==> config.mk <==
export PLATFORM = sky130hd
export DESIGN_NAME = mhpq_cell
export DESIGN_NICKNAME = d
export VERILOG_FILES = /design/src/sv/mhpq_pkg.sv /design/src/sv/mhpq_cell.sv
export SDC_FILE = /design/constraint.sdc
export NUM_CORES = 1
export LEC_CHECK = 0
export ABC_AREA = 1
export BUFFER_PORTS_ARGS = -buffer_cell sky130_fd_sc_hd__buf_2
export CORE_MARGIN = 4
export CORE_UTILIZATION = 50
export DETAILED_ROUTE_END_ITERATION = 16
export PLACE_DENSITY = 0.77
export SLEW_MARGIN = 20
export SYNTH_ARGS = -nofsm -noshare
export SYNTH_HDL_FRONTEND = slang
export SYNTH_SLANG_ARGS = --single-unit
==> constraint.sdc <==
create_clock -name i_clk -period 3.7 [get_ports i_clk]
set_input_delay 0.185 -clock i_clk [delete_from_list [all_inputs] [get_ports i_clk]]
set_output_delay 0.185 -clock i_clk [all_outputs]
set_load 0.01 [all_outputs]
==> src/sv/mhpq_pkg.sv <==
// Shared types, codes and widths for the min-heap priority queue.
`timescale 1ns / 1ps

package mhpq_pkg;

    localparam int VAL_W  = 32;
    localparam int CNT_W  = 11;
    localparam int STAT_W = 2;
    localparam int S_TDATA_W = 32;
    localparam int S_TUSER_W = 1;
    localparam int M_TDATA_W = 48;
    localparam int M_TUSER_W = 3;

    // Opcodes carried in the input tuser.
    localparam logic OP_INSERT = 1'b0;
    localparam logic OP_POP    = 1'b1;

    // Status codes of a result.
    localparam logic [STAT_W-1:0] ST_OK    = 2'd0;
    localparam logic [STAT_W-1:0] ST_EMPTY = 2'd1;
    localparam logic [STAT_W-1:0] ST_FULL  = 2'd2;

    // Control part of the token handed from one level cell to the next.
    typedef struct packed {
        logic vld;
        logic pop;
    } t_tok;

    // Number of heap slots held at one level of a heap of the given capacity.
    function automatic int lvl_size(input int cap, input int lvl);
        int full;
        full = (2 ** (lvl + 1)) - 1;
        if (full <= cap) begin
            return 2 ** lvl;
        end
        return cap - (2 ** lvl) + 1;
    endfunction

endpackage

==> src/sv/mhpq_cell.sv <==
// One level of the heap: its slot memory, and the compare/step logic for a passing token.
`timescale 1ns / 1ps

module mhpq_cell #(
    parameter int LEVEL    = 0,
    parameter int CAPACITY = 1024
) (
    input  logic                                 i_clk,
    input  logic                                 i_rst_n,
    // token from the level above
    input  mhpq_pkg::t_tok                       i_tok,
    input  logic signed [mhpq_pkg::VAL_W-1:0]    i_val,
    input  logic [$clog2(CAPACITY+1)-1:0]        i_pos,
    // token to the level below
    output mhpq_pkg::t_tok                       o_tok,
    output logic signed [mhpq_pkg::VAL_W-1:0]    o_val,
    output logic [$clog2(CAPACITY+1)-1:0]        o_pos,
    output logic                                 o_done,
    // broadcast operation context
    input  logic [$clog2(CAPACITY+1)-1:0]        i_fill,
    input  logic [$clog2($clog2(CAPACITY+1))-1:0] i_depth,
    // direct read of one slot by position
    input  logic                                 i_lrd_vld,
    input  logic [$clog2(CAPACITY+1)-1:0]        i_lrd_pos,
    output logic signed [mhpq_pkg::VAL_W-1:0]    o_lrd_data,
    // sibling-pair read requested by the level above
    input  logic                                 i_prd_vld,
    input  logic [$clog2(CAPACITY+1)-1:0]        i_prd_pos,
    output logic signed [mhpq_pkg::VAL_W-1:0]    o_rd_even,
    output logic signed [mhpq_pkg::VAL_W-1:0]    o_rd_odd,
    // sibling-pair read of the level below
    output logic                                 o_crd_vld,
    output logic [$clog2(CAPACITY+1)-1:0]        o_crd_pos,
    input  logic signed [mhpq_pkg::VAL_W-1:0]    i_ch_even,
    input  logic signed [mhpq_pkg::VAL_W-1:0]    i_ch_odd
);

    localparam int PW    = $clog2(CAPACITY + 1);
    localparam int LW    = $clog2(PW);
    localparam int LSIZE = mhpq_pkg::lvl_size(CAPACITY, LEVEL);
    localparam int H     = (LSIZE + 1) / 2;
    localparam int AW    = $clog2(H);
    localparam logic [LW-1:0] LVL = LW'(LEVEL);

    // phase-1 token state
    logic                              r_busy;
    logic                              r_pop;
    logic signed [mhpq_pkg::VAL_W-1:0] r_val;
    logic [PW-1:0]                     r_pos;

    logic signed [mhpq_pkg::VAL_W-1:0] r_rd_even;
    logic signed [mhpq_pkg::VAL_W-1:0] r_rd_odd;
    logic                              r_lrd_hit;
    logic                              r_lrd_half;

    mhpq_pkg::t_tok                    r_tok;
    logic signed [mhpq_pkg::VAL_W-1:0] r_oval;
    logic [PW-1:0]                     r_opos;
    logic                              r_done;

    logic [PW-1:0]                     w_ins_pos;
    logic                              w_ins_last;
    logic                              w_own_rd;
    logic                              w_lrd_hit;
    logic                              w_rd_en;
    logic [PW-1:0]                     w_rd_pos;
    logic signed [mhpq_pkg::VAL_W-1:0] w_cur;
    logic [PW:0]                       w_lpos;
    logic [PW:0]                       w_rpos;
    logic [PW:0]                       w_fillx;
    logic                              w_lok;
    logic                              w_rok;

    logic                              w_wr_en;
    logic [PW-1:0]                     w_wr_pos;
    logic signed [mhpq_pkg::VAL_W-1:0] w_wr_data;
    logic                              w_wr_half;
    logic                              w_rd_half;
    logic                              w_fwd;
    logic signed [mhpq_pkg::VAL_W-1:0] w_fwd_val;
    logic [PW-1:0]                     w_fwd_pos;
    logic                              w_fin;

    // insert path position at this level: top bits of the target slot
    assign w_ins_pos  = PW'(i_fill >> (i_depth - LVL));
    assign w_ins_last = (i_depth == LVL);

    assign w_own_rd  = i_tok.vld && !i_tok.pop;
    assign w_lrd_hit = i_lrd_vld && ((i_lrd_pos >> LEVEL) == PW'(1));
    assign w_rd_en   = w_own_rd || i_prd_vld || w_lrd_hit;
    assign w_rd_pos  = w_own_rd ? w_ins_pos : (i_prd_vld ? i_prd_pos : i_lrd_pos);
    assign w_rd_half = (LEVEL != 0) && w_rd_pos[0];

    // children of the hole live one level down
    assign o_crd_vld = i_tok.vld && i_tok.pop;
    assign o_crd_pos = {i_pos[PW-2:0], 1'b0};

    assign w_cur   = ((LEVEL != 0) && w_ins_pos[0]) ? r_rd_odd : r_rd_even;
    assign w_lpos  = {r_pos, 1'b0};
    assign w_rpos  = {r_pos, 1'b1};
    assign w_fillx = {1'b0, i_fill};
    assign w_lok   = (w_lpos <= w_fillx);
    assign w_rok   = (w_rpos <= w_fillx);

    always_comb begin
        w_wr_en   = 1'b0;
        w_wr_pos  = r_pos;
        w_wr_data = r_val;
        w_fwd     = 1'b0;
        w_fwd_val = r_val;
        w_fwd_pos = r_pos;
        w_fin     = 1'b0;
        if (r_busy) begin
            if (!r_pop) begin
                w_wr_pos = w_ins_pos;
                if (w_ins_last) begin
                    w_wr_en = 1'b1;
                    w_fin   = 1'b1;
                end else if (r_val < w_cur) begin
                    // keep the smaller value here, push the displaced one down
                    w_wr_en   = 1'b1;
                    w_fwd     = 1'b1;
                    w_fwd_val = w_cur;
                end else begin
                    w_fwd = 1'b1;
                end
            end else begin
                w_wr_en = 1'b1;
                if (!w_lok) begin
                    w_fin = 1'b1;
                end else if (!w_rok) begin
                    if (r_val > i_ch_even) begin
                        w_wr_data = i_ch_even;
                        w_fwd     = 1'b1;
                        w_fwd_pos = w_lpos[PW-1:0];
                    end else begin
                        w_fin = 1'b1;
                    end
                end else if ((r_val < i_ch_even) && (r_val < i_ch_odd)) begin
                    w_fin = 1'b1;
                end else if (i_ch_even < i_ch_odd) begin
                    w_wr_data = i_ch_even;
                    w_fwd     = 1'b1;
                    w_fwd_pos = w_lpos[PW-1:0];
                end else begin
                    // right child smaller or equal: promote the right one
                    w_wr_data = i_ch_odd;
                    w_fwd     = 1'b1;
                    w_fwd_pos = w_rpos[PW-1:0];
                end
            end
        end
    end

    assign w_wr_half = (LEVEL != 0) && w_wr_pos[0];

    generate
        if (H == 1) begin : g_reg
            logic signed [mhpq_pkg::VAL_W-1:0] r_slot_even;
            logic signed [mhpq_pkg::VAL_W-1:0] r_slot_odd;

            always_ff @(posedge i_clk) begin
                if (w_wr_en && !w_wr_half) begin
                    r_slot_even <= w_wr_data;
                end
                if (w_wr_en && w_wr_half) begin
                    r_slot_odd <= w_wr_data;
                end
                if (w_rd_en) begin
                    r_rd_even <= r_slot_even;
                    r_rd_odd  <= r_slot_odd;
                end
            end
        end else begin : g_mem
            logic signed [mhpq_pkg::VAL_W-1:0] r_mem_even [0:H-1];
            logic signed [mhpq_pkg::VAL_W-1:0] r_mem_odd  [0:H-1];
            logic [AW-1:0]                     w_wa;
            logic [AW-1:0]                     w_ra;

            assign w_wa = w_wr_pos[AW:1];
            assign w_ra = w_rd_pos[AW:1];

            always_ff @(posedge i_clk) begin
                if (w_wr_en && !w_wr_half) begin
                    r_mem_even[w_wa] <= w_wr_data;
                end
                if (w_wr_en && w_wr_half) begin
                    r_mem_odd[w_wa] <= w_wr_data;
                end
                if (w_rd_en) begin
                    r_rd_even <= r_mem_even[w_ra];
                    r_rd_odd  <= r_mem_odd[w_ra];
                end
            end
        end
    endgenerate

    always_ff @(posedge i_clk) begin
        if (!i_rst_n) begin
            r_busy    <= 1'b0;
            r_tok     <= '0;
            r_done    <= 1'b0;
            r_lrd_hit <= 1'b0;
        end else begin
            r_busy    <= i_tok.vld;
            r_tok.vld <= w_fwd;
            r_tok.pop <= r_pop;
            r_done    <= w_fin;
            r_lrd_hit <= w_lrd_hit;
        end
        r_lrd_half <= w_rd_half;
        if (i_tok.vld) begin
            r_pop <= i_tok.pop;
            r_val <= i_val;
            r_pos <= i_pos;
        end
        r_oval <= w_fwd_val;
        r_opos <= w_fwd_pos;
    end

    assign o_tok      = r_tok;
    assign o_val      = r_oval;
    assign o_pos      = r_opos;
    assign o_done     = r_done;
    assign o_rd_even  = r_rd_even;
    assign o_rd_odd   = r_rd_odd;
    assign o_lrd_data = r_lrd_hit ? (r_lrd_half ? r_rd_odd : r_rd_even) : '0;

endmodule

-- Word-level counts from Yosys, hierarchy flattened
Index checks and enable logic that the tools add are counted.
Widths: inputs -> output; s select.
- order comparisons: 7
- eq/ne operators: 1
- muxes and demuxes: 35
- reduce and logical (&&, ||, !) cells: 9
- operators by type and width (operator ; count):
    $mux 32 ; 12
    $lt 32x32->1 ; 4
    $mux 11 ; 6
    $gt 32x32->1 ; 1
    $le 12x11->1 ; 2
    $mux 1 ; 17
    $eq 11x1->1 const B ; 1
    $logic_and 1x1->1 ; 4
    $logic_not 4->1 ; 1
    $logic_or 1x1->1 ; 2
    $reduce_and 2->1 ; 1
    $logic_not 1->1 ; 1
- register bits: 156
- input port bits: 150
- output and inout port bits: 154
- word-level logic and storage cells: 64

-- Logic depth before layout (Yosys ltp)
Gate-level depths: netlist (run 1).
- word-level depth: 7
- mapped depth: 20
- depth with buffers taken out: 19

-- Worst setup path before layout (run 1)
Ideal clock, no wire load.
- path type: register -> register
- from: register r_rd_even (netlist bit o_rd_even[5])
- to: register g_reg.r_slot_even[0] (netlist bit) (enable)
- setup time: 387 ps
- arrival: 2370 ps
- required time: 3313 ps
- slack: 943 ps
- cell stages (with the launch flop): 14
- buffers on the path: 0
- period minus slack after synthesis: 2757 ps
- cell sequence: edfxtp_1 inv_1 ha_1 a21oi_1 nor2_1 a211oi_1 a21boi_0 o21ai_0 nand2_1 nand2_1 nand2_1 nand2_1 nand2_1 inv_1
- cells in the longest elaborated chain, start to end: 5
- ends and longest elaborated chain (what ; RTL line ; RTL):
    start, declared ; mhpq_cell.sv:51 ; logic signed [mhpq_pkg::VAL_W-1:0] r_rd_even;
    start signal, assigned ; mhpq_cell.sv:170 ; r_rd_even <= r_slot_even;
    $lt 32x32->1 ; mhpq_cell.sv:119 ; end else if (r_val < w_cur) begin
    $mux 1 ; mhpq_cell.sv:119 ;
    $mux 1 ; mhpq_cell.sv:116 ; if (w_ins_last) begin
    $mux 1 ; mhpq_cell.sv:114 ; if (!r_pop) begin
    $mux 1 ; mhpq_cell.sv:113 ; if (r_busy) begin
    net w_wr_en ; mhpq_cell.sv:74 ; logic w_wr_en;
    end signal, assigned ; mhpq_cell.sv:164 ; r_slot_even <= w_wr_data;
    end, declared ; mhpq_cell.sv:159 ; logic signed [mhpq_pkg::VAL_W-1:0] r_slot_even;
The timed path passes the listed nets, and every way through them passes these cells.
A chain may end at the register's enable or synchronous reset.

-- Worst setup path after layout (run 1)
- from: register r_val[27] (netlist bit)
- to: register g_reg.r_slot_even[2] (netlist bit), data pin
- cells in the longest elaborated chain, start to end: 7
- elaborated cells between the ends (all ways): 10
- those cells by class: order compare (3); mux (6); reduce/logical (1)
- ends and longest elaborated chain (what ; RTL line ; RTL):
    start, declared ; mhpq_cell.sv:48 ; logic signed [mhpq_pkg::VAL_W-1:0] r_val;
    start signal, assigned ; mhpq_cell.sv:214 ; r_val <= i_val;
    $lt 32x32->1 ; mhpq_cell.sv:139 ; end else if ((r_val < i_ch_even) && (r_val < i_ch_odd)) begin
    $logic_and 1x1->1 ; mhpq_cell.sv:139 ;
    $mux 32 ; mhpq_cell.sv:139 ;
    $mux 32 * ; mhpq_cell.sv:131 ; end else if (!w_rok) begin
    $mux 32 * ; mhpq_cell.sv:129 ; if (!w_lok) begin
    $mux 32 * ; mhpq_cell.sv:114 ;
    $mux 32 * ; mhpq_cell.sv:113 ;
    net w_wr_data (one bit) ; mhpq_cell.sv:76 ; logic signed [mhpq_pkg::VAL_W-1:0] w_wr_data;
Mark *: on every way through the listed nets, which the timed path passes. The rest lies on a longest branch.

==> flow_summary_export.csv, run 1 <==
group,metric,value,unit
placed_design,preCtsSetupSlack,493,ps
grt,grt_max_degree,65,
cts,insertion_delay,430,ps
power,swShare,32.3,%
cts,cts_tree,"yes",
timing,fin_crit,3340,ps
power,power_frac_clock,34.0,%
cts,cts_buffer_depth,2,
setup_path,endpoint_kind,"flop",
die,num_rows,54,
die,fp.dieH,158,um
final_layout,ff_latch_area,4200,sq um
timing,fin_skew,13.0,ps
final_layout,drive_gt1_share,20.6,%
grt,grt_overflow_total,0,
final_layout,insertedDiodeCount,0,
grt,gr-usage-all-layers,26.6,%
yosys,ys.warnings.count,0,
power,p_leak,0.00739,uW
timing,slew_headroom,45.4,%
yosys,synth_edf_count,108,
yosys,ys.flop_type,"edfxtp_1",
timing,drv_slew,0,
timing,setup_tns,0,ps
timing,finalHoldViolations,0,
setup_path,start_kind,"flop",
cts,cts_setup_buffers,0,
setup_path,arrival,3510,ps
placed_design,portBuffers,259,
cts,numCtsBuffers,17,
routing,via_per_inst,5.39,
yosys,yosysTopAreaCell,"edfxtp_1",
final_layout,fill_cells,1970,
yosys,synth_area_leaders,"edfxtp_1 29%, ha_1 15%, nand2_1 10%",
power,p_int,3700,uW
routing,wirelength,33800,um
routing,wire_per_inst,16.7,um
setup_path,worstSetupPathType,"reg2reg",
setup_path,critPathMaxFanout,15,
cts,clkSlewWorstSetupHoldPaths,60,ps
cts,cts-htree-levels,4,
grt,grt_pass1_wl,52400,um
setup_path,cp.required,3880,ps
grt,antenna_found_initial,3,
final_layout,area_growth_syn_to_layout,22.3,%
cts,clock-sinks,156,
hold_path,hold_class,"in2reg",
yosys,ys_ff_latch,156,
setup_path,cpMostUsedCell,"nand2_1",
die,coreArea,22000,sq um
placed_design,place.gp.congestion,0.974,
timing,fmax,0.300,GHz
timing,grt_setup_unrepaired,"no",
setup_path,slowest_delay,540,ps
yosys,syn-instance-count,1452,
yosys,synth-async-reset-ratio,0,%
yosys,seq_area_frac_synth,37.4,%
power,vdd.ir_drop.worst,0.000263,V
yosys,syn-cell-area,11300,sq um
setup_path,slowest_stage,"edfxtp_1",
die,die_area,25000,sq um
setup_path,crit_chain,"ha_1, nand2_1, nor4_1, and3_1, nand2_1, nand3b_1, nand3_1, buf_4, nand3_1, nand2_1, nor2_1, nor2_1",
timing,setup_viol,0,
yosys,synth_area_per_cell,7.75,sq um
routing,drt_iter0_drc,909,
final_layout,multi_input_area,5840,sq um
routing,detail-route-antenna-nets,0,
final_layout,nNetsFinal,2015,
die,initial_core_util,51.2,%
power,switchingPower,1760,uW
routing,drtPass1Iterations,5,
job,max_cap_violations,0,
timing,worst_slew_pin_slew,817,ps
setup_path,r2r_cells,12,
yosys,synth.distinct_cells,39,
die,ios,304,
placed_design,dp_hpwl,24500,um
routing,drc_errors,0,
status,status,"finished clean",
hold_path,hold_path_depth,4,
power,combPwrFrac,26.6,%
grt,grt_pass1_vias,10400,
die,die_w,158,um
timing,finalWorstSetupSlack,363,ps
power,p_per_area,397,nW/um^2
timing,period_share,90.2,%
power,seq_power_share,39.4,%
routing,vias,10900,
yosys,synth.top_cell.area_share,28.8,%
cts,cts_root_buffer,"clkbuf_16",
## power by group through the flow
stage | Clock [uW] | Sequential (uW) | Combinational [uW]
finish | 1860 | 2150 | 1450
global route | 1970 | 2170 | 1630
CTS | 1890 | 2150 | 1440
detailed placement | 0 | 2190 | 1400
global placement | 0 | 2180 | 1360
floorplan | 0 | 2190 | 900
## cells in the mapped netlist (2+ instances only)
master    count
nand2_1     309
nand3_1     207
inv_1       202
ha_1        136
edfxtp_1    108
nor2_1       96
nand4_1      76
a21oi_1      66
dfxtp_1      48
buf_4        44
clkbuf_1     35
or2_2        30
o21ai_0      19
buf_2        16
buf_1        11
nor3_1        6
nor4_1        6
o21a_1        6
o211ai_1      4
a21boi_0      3
nand2_2       2
nand2_4       2
nand3b_1      2
o21bai_1      2
o221ai_1      2
## critical path: cells and delay by family (launching register included)
family / cells / cell delay, ps
AND/OR/NAND/NOR: 10 / 1760
flip-flops: 1 / 540
adder cells (fa/ha/maj): 1 / 370
buffers and inverters: 1 / 390
## through the flow
step | hold slack (ps) | util (%) | total power [uW] | cells | area (sq um)
after floorplan | 278 | - | 3090 | 1484 | 11400
after global placement | 363 | 57.8 | 3540 | 1945 | 12700
after detailed placement | 363 | 57.8 | 3580 | 1945 | 12700
after CTS | 31.7 | 62.7 | 5480 | 2022 | 13800
after global routing | 62.1 | 62.7 | 5760 | 2022 | 13800
final | 49.9 | 62.7 | 5460 | 2022 | 13800
## final timing paths
check	slack [ps]	endpoint	start
setup / recovery	360	g_reg.r_slot_even[2]	r_val[27]
hold / removal	50	r_lrd_hit	i_lrd_pos[8]
setup reg to reg	360	g_reg.r_slot_even[2]	r_val[27]
hold reg to reg	410	o_rd_even[7]	g_reg.r_slot_even[7]
## state kept, by name (all words and copies together) (netlist names)
signal and count:
g_reg.r_slot_even 32, o_done 1, o_pos 11, o_rd_even 32, o_tok 2, o_val 32, r_busy 1, r_lrd_hit 1
r_pop 1, r_pos 11, r_val 32
## placed cells by master (no fill, tap or decap), types with 4 or more instances in the layout
| master | instances |
|---|---|
| a21oi_1 | 66 |
| buf_2 | 259 |
| buf_4 | 26 |
| clkbuf_16 | 18 |
| conb_1 | 33 |
| dfxtp_1 | 48 |
| dlygate4sd3_1 | 45 |
| edfxtp_1 | 108 |
| ha_1 | 136 |
| inv_1 | 201 |
| nand2_1 | 309 |
| nand3_1 | 207 |
| nand4_1 | 76 |
| nor2_1 | 95 |
| nor3_1 | 6 |
| nor4_1 | 6 |
| o211ai_1 | 4 |
| o21a_1 | 6 |
| o21ai_0 | 18 |
| or2_2 | 30 |
## layout make-up
cell class,count,area share [%]
Tap cell,280,2.55
Sequential cell,156,30.6
Clock inverter,12,1.14
Inverter,203,5.54
Clock buffer,20,3.40
Multi-Input combinational cell,1019,42.4
Timing Repair Buffer,332,14.4
## layer usage
layer	routed length [um]	global-route usage (%)	part of all wire, %
met5	47	0	0.14
met4	739	9.42	2.2
met3	2830	5.41	8.4
met2	16400	45.1	49
met1	13800	33.8	41
## cell families (layout without fill, tap and decap cells)
| group | count (synthesis) | in the layout | synth area share [%] |
|---|---|---|---|
| AND/OR/NAND/NOR | 742 | 742 | 30.1 |
| buffers and inverters | 309 | 567 | 12.0 |
| flip-flops | 156 | 156 | 37.4 |
| adder cells (fa/ha/maj) | 136 | 136 | 15.1 |
| AO/OA/AOI/OAI | 108 | 108 | 5.41 |
| other | 1 | 33 | 0.0333 |
## what timing repair did
item                                   in CTS  in global routing
gates resized for setup                     0                  0
endpoints found under the hold margin      47                  0
hold buffers                               45                  0
Power figures use the tool's default switching activity.
==> inputs of run 2 (changes only) <==
--- a/config.mk
+++ b/config.mk
@@ -10,6 +10,7 @@
 export CORE_MARGIN = 4
 export CORE_UTILIZATION = 50
 export DETAILED_ROUTE_END_ITERATION = 16
+export GPL_TIMING_DRIVEN = 0
 export PLACE_DENSITY = 0.77
 export SLEW_MARGIN = 20
 export SYNTH_ARGS = -nofsm -noshare
==> run 2 against run 1 <==
Sequential power barely moved. Final area is 2.8% higher. Sequential share of layout area decreased by 0.85 points. Core utilization grew 1.8 points. Count of clock-buffer cells in the layout fell by 1. Critical path depth unchanged. Non-clock buffer count rose by 82. Worst hold slack gained 9.2 ps. Final cell count grew 4.1%. Clock skew up 4.1 ps. Die area is the same. Fmax down 7.7%. Largest power group unchanged.
==> flow_summary_export.csv, run 2 (synthesized netlist as in run 1, its figures left out) <==
group,metric,value,unit
status,status,"finished clean",
timing,period_share,97.7,%
final_layout,nNetsFinal,2097,
power,p_per_area,389,nW/um^2
setup_path,cp.required,3770,ps
final_layout,layout_commonest_cell,"nand2_1",
hold_path,hold_class,"in2reg",
routing,wirelength,36000,um
final_layout,fill_cells,1945,
routing,drt_iter0_drc,998,
final_layout,drive_gt1_share,21.9,%
die,ios,304,
power,power_frac_clock,33.3,%
setup_path,critPathMaxFanout,32,
die,die_area,25000,sq um
setup_path,crit_start,"r_val[1]",
grt,antenna_found_initial,3,
routing,detail-route-antenna-nets,0,
die,fp.dieH,158,um
die,coreArea,22000,sq um
grt,use_met1,36.8,%
cts,cts_root_buffer,"clkbuf_16",
setup_path,worstSetupPathType,"reg2reg",
power,p_int,3670,uW
setup_path,rrSetupSlack,90,ps
timing,setup_viol,0,
die,num_rows,54,
final_layout,area_growth_syn_to_layout,25.8,%
timing,fmax,0.277,GHz
placed_design,place.gp.congestion,0.995,
power,switchingPower,1830,uW
setup_path,regToRegStartpoint,"r_val[1]",
timing,grt_setup_unrepaired,"no",
grt,gr-usage-all-layers,28.5,%
final_layout,multi_input_area,5830,sq um
setup_path,arrival,3690,ps
grt,grt_pass1_wl,56000,um
grt,grt_overflow_total,0,
final_layout,final_core_util,64.5,%
cts,clock-sinks,156,
timing,worst_slew_pin_slew,1040,ps
cts,cts_tree,"yes",
power,seq_power_share,39.3,%
placed_design,dp_hpwl,26500,um
final_layout,layout_common_cells,"308 x nand2_1, 274 x buf_2, 206 x nand3_1",
timing,finalHoldViolations,0,
setup_path,start_kind,"flop",
hold_path,min_from,"i_lrd_pos[4]",
cts,insertion_delay,430,ps
grt,grt_pass1_vias,11000,
timing,slew_headroom,30.4,%
power,combPwrFrac,27.4,%
timing,fin_crit,3610,ps
routing,wire_per_inst,17.1,um
cts,cts-htree-levels,4,
power,p_leak,0.00763,uW
routing,via_per_inst,5.37,
job,max_cap_violations,0,
setup_path,endpoint,"g_reg.r_slot_even[24]",
final_layout,ff_latch_area,4200,sq um
power,vdd.ir_drop.worst,0.000307,V
cts,numCtsBuffers,17,
cts,cts_buffer_depth,2,
grt,busiest_layer,"met2",
timing,finalWorstSetupSlack,86.2,ps
routing,vias,11300,
cts,clkSlewWorstSetupHoldPaths,70,ps
setup_path,endpoint_kind,"flop",
placed_design,portBuffers,259,
power,swShare,33.3,%
setup_path,r2r_cells,12,
timing,setup_tns,0,ps
die,initial_core_util,51.2,%
grt,grt_util_met2,48.9,%
routing,drtPass1Iterations,6,
routing,drc_errors,0,
grt,use_met3,4.76,%
timing,hold-worst-slack,59.1,ps
grt,grt_max_degree,48,
die,die_w,158,um
timing,fin_skew,17.1,ps
timing,drv_slew,0,
setup_path,regToRegEndpoint,"g_reg.r_slot_even[24]",
placed_design,preCtsSetupSlack,-54.9,ps
==> run 2: changes by cell type in the layout (fill, tap and decap cells not counted), moves of 2 or more <==
cell	before	now
buf_2	259	274
buf_1	0	11
clkbuf_2	0	2
buf_12	2	0
clkbuf_1	1	33
buf_4	26	48
inv_4	1	3
clkinv_1	3	1
==> run 2: per-stage QoR <==
step | cell area [sq um] | power, uW | cells
final | 14200 | 5500 | 2105
after global routing | 14200 | 5790 | 2105
after CTS | 14100 | 5490 | 2101
after detailed placement | 13100 | 3620 | 2024
after global placement | 13000 | 3580 | 2023
after floorplan | 11400 | 3090 | 1484
==> run 2: what timing repair did <==
item,CTS,global route
cloned,0,0
setup endpoints to repair,44,62
buffers inserted,0,3
hold buffers,45,0
gates resized for setup,2,5
hold endpoints to repair,47,0
pin swaps,0,1
==> run 2: cell type report <==
cell class                      instances  area share, %
Buffer                                106           4.14
Antenna cell                            1         0.0177
Sequential cell                       156           29.7
Multi-Input combinational cell       1019           41.2
Tap cell                              280           2.48
Inverter                              203           5.40
Clock buffer                           19           3.28
Clock inverter                         13           1.06
Timing Repair Buffer                  308           12.7
==> run 2: power by group through the flow <==
stage          Sequential, uW  Clock [uW]  Combinational [uW]
4_1_cts                  2160        1850                1480
5_1_grt                  2180        1920                1690
3_3_place_gp             2190           0                1380
6_report                 2160        1830                1510
3_5_place_dp             2200           0                1430
2_1_floorplan            2190           0                 900
==> run 2: how the worst min path moves through the flow <==
stage               cells past startpoint   endpoint  slack, ps
floorplan                               2     r_busy        280
global placement                        1  r_val[29]        360
detailed placement                      1   r_val[7]        360
CTS                                     4  r_lrd_hit         50
global route                            4  r_lrd_hit         90
finish                                  4  r_lrd_hit         60
==> run 2: routing by layer <==
metal,vias up,share of wire (%)
met1,5204,41
met2,493,48
li1,5520,-
met5,-,0.081
met3,80,7.8
met4,4,2.7
==> run 2: critical path, cell delays in order (launching register included) <==
cell      delay, ps
edfxtp_1        550
ha_1            340
a21oi_1         280
o21ai_0         130
nand4_1          90
a21boi_0        140
o21ai_1         390
nand2_1         170
nand2_1         480
nand2_1         110
nand2_1          80
nand2_1          80
inv_4           380
==> inputs of run 3 (changes only) <==
==> constraint.sdc (replaced) <==
create_clock -name i_clk -period 3.7 [get_ports i_clk]
set_input_delay 0.555 -clock i_clk [delete_from_list [all_inputs] [get_ports i_clk]]
set_output_delay 0.555 -clock i_clk [all_outputs]
set_load 0.01 [all_outputs]
==> run 3 against run 2 <==
Wire length fell by 2.7%. Critical path depth did not move. Final area fell by 3.2%. Die area did not move. Count of clock-buffer cells in the layout did not move. Worst setup slack improved by 34 ps. Flip-flop and latch count did not move. Core utilization fell by 2.1 points. Global-route usage fell by 0.97 points. Register-to-register slack improved by 30 ps. Largest cell class unchanged. Largest power group unchanged.
==> flow_summary_export.csv, run 3 (synthesized netlist as in run 1, its figures left out) <==
group,metric,value,unit
status,status,"finished clean",
final_layout,layout_commonest_cell,"nand2_1",
final_layout,area_growth_syn_to_layout,21.7,%
die,die_w,158,um
die,initial_core_util,51.2,%
die,num_rows,54,
placed_design,portBuffers,259,
grt,grt_overflow_total,0,
timing,fmax,0.279,GHz
power,vdd.ir_drop.worst,0.000306,V
placed_design,place_area,13100,sq um
placed_design,dp_hpwl,26500,um
cts,cts_tree,"yes",
timing,fin_skew,16.2,ps
timing,grt_setup_unrepaired,"no",
final_layout,nNetsFinal,2052,
timing,period_share,96.8,%
setup_path,worstSetupPathType,"reg2reg",
grt,antenna_found_initial,4,
grt,gr-usage-all-layers,27.5,%
setup_path,start_kind,"flop",
setup_path,slowest_delay,550,ps
cts,clkSlewWorstSetupHoldPaths,70,ps
routing,drtPass1Iterations,5,
cts,cts_buffer_depth,2,
cts,clock-sinks,156,
routing,vias,11100,
timing,hold-worst-slack,292,ps
routing,detail-route-antenna-nets,0,
cts,numCtsBuffers,17,
cts,cts-htree-levels,4,
power,p_per_area,398,nW/um^2
timing,fin_crit,3580,ps
final_layout,fill_cells,2024,
job,max_cap_violations,0,
setup_path,cpMostUsedCell,"nand2_1",
routing,wirelength,35000,um
routing,via_per_inst,5.38,
placed_design,place.gp.congestion,0.995,
setup_path,arrival,3650,ps
die,die_area,25000,sq um
setup_path,crit_chain,"ha_1, a21oi_1, o21ai_0, nand4_1, a21boi_0, o21ai_1, nand2_1, nand2_1, nand2_1, nand2_1, nand2_1, inv_4",
routing,drc_errors,0,
timing,finalWorstSetupSlack,120,ps
hold_path,hold_class,"in2reg",
timing,drv_slew,0,
placed_design,preCtsSetupSlack,-54.9,ps
timing,slew_headroom,31.0,%
setup_path,cp.required,3770,ps
final_layout,multi_input_area,5830,sq um
timing,setup_viol,0,
grt,grt_pass1_vias,10600,
die,ios,304,
die,fp.dieH,158,um
grt,grt_pass1_wl,54000,um
timing,worst_slew_pin_slew,1030,ps
final_layout,layout_common_cells,"308 x nand2_1, 274 x buf_2, 206 x nand3_1",
timing,finalHoldViolations,0,
cts,cts_root_buffer,"clkbuf_16",
final_layout,drive_gt1_share,22.3,%
cts,insertion_delay,430,ps
power,p_leak,0.00744,uW
final_layout,ff_latch_area,4200,sq um
setup_path,slowest_stage,"edfxtp_1",
setup_path,endpoint_kind,"flop",
final_layout,design_area,13700,sq um
routing,wire_per_inst,17.0,um
setup_path,critPathMaxFanout,32,
cts,ctsHoldBuffers,0,
routing,drt_iter0_drc,1003,
grt,grt_max_degree,48,
die,coreArea,22000,sq um
==> run 3: path summary, 6_finish.rpt <==
kind | startpoint | endpoint | slack [ps] | cells after the start
max reg2reg | r_val[1] | g_reg.r_slot_even[24] | 120 | 12
max | r_val[1] | g_reg.r_slot_even[24] | 120 | 12
min reg2reg | g_reg.r_slot_even[10] | o_rd_even[10] | 410 | 0
min | i_val[25] | r_val[25] | 290 | 1
==> run 3: cell type report <==
class | count | share of cell area [%]
inverter | 203 | 5.58
buffer | 106 | 4.26
clock inverter | 13 | 1.10
multi-input combinational | 1019 | 42.6
timing repair buffer | 263 | 9.85
antenna | 1 | 0.0183
tap | 280 | 2.56
clock buffer | 19 | 3.39
sequential | 156 | 30.7
==> run 3: critical path, delay by kind of cell (launching register included) <==
kind            cells  cell delay [ps]
buf+inv             1              370
compound gates      4              970
flops               1              550
simple gates        6              950
fa+ha+maj           1              340
==> run 3: metal layers <==
layer  share of wire, %  GRT usage [%]  wire length (um)  up-vias
li1                   -              -                 -     5431
met1                 41           36.1             14500     5085
met2                 48           46.3             16700      492
met3                8.3           4.87              2900       68
met4                2.4           8.98               857        6
met5               0.10              0                36        -
==> run 3: report_power, final <==
part | internal [uW] | leakage, uW | switching [uW]
Combinational | 539 | 0.00569 | 929
Sequential | 2030 | 0.00145 | 128
Clock | 1070 | 0.000300 | 760
==> run 3: metrics by stage <==
stage | util [%] | total power, uW | std cells | TNS [ps]
after detailed placement | 59.4 | 3620 | 2024 | -1760
after global placement | 59.3 | 3580 | 2023 | -14280
after floorplan | - | 3090 | 1484 | 0
after CTS | 62.3 | 5450 | 2056 | 0
after global routing | 62.4 | 5750 | 2060 | 0
final | 62.4 | 5460 | 2060 | 0
==> run 3: what timing repair did <==
item                                   in CTS  in global routing
pin swaps                                   0                  1
buffers inserted                            0                  3
resized for setup                           2                  1
endpoints found under the hold margin       0                  0
setup endpoints to repair                  44                 62
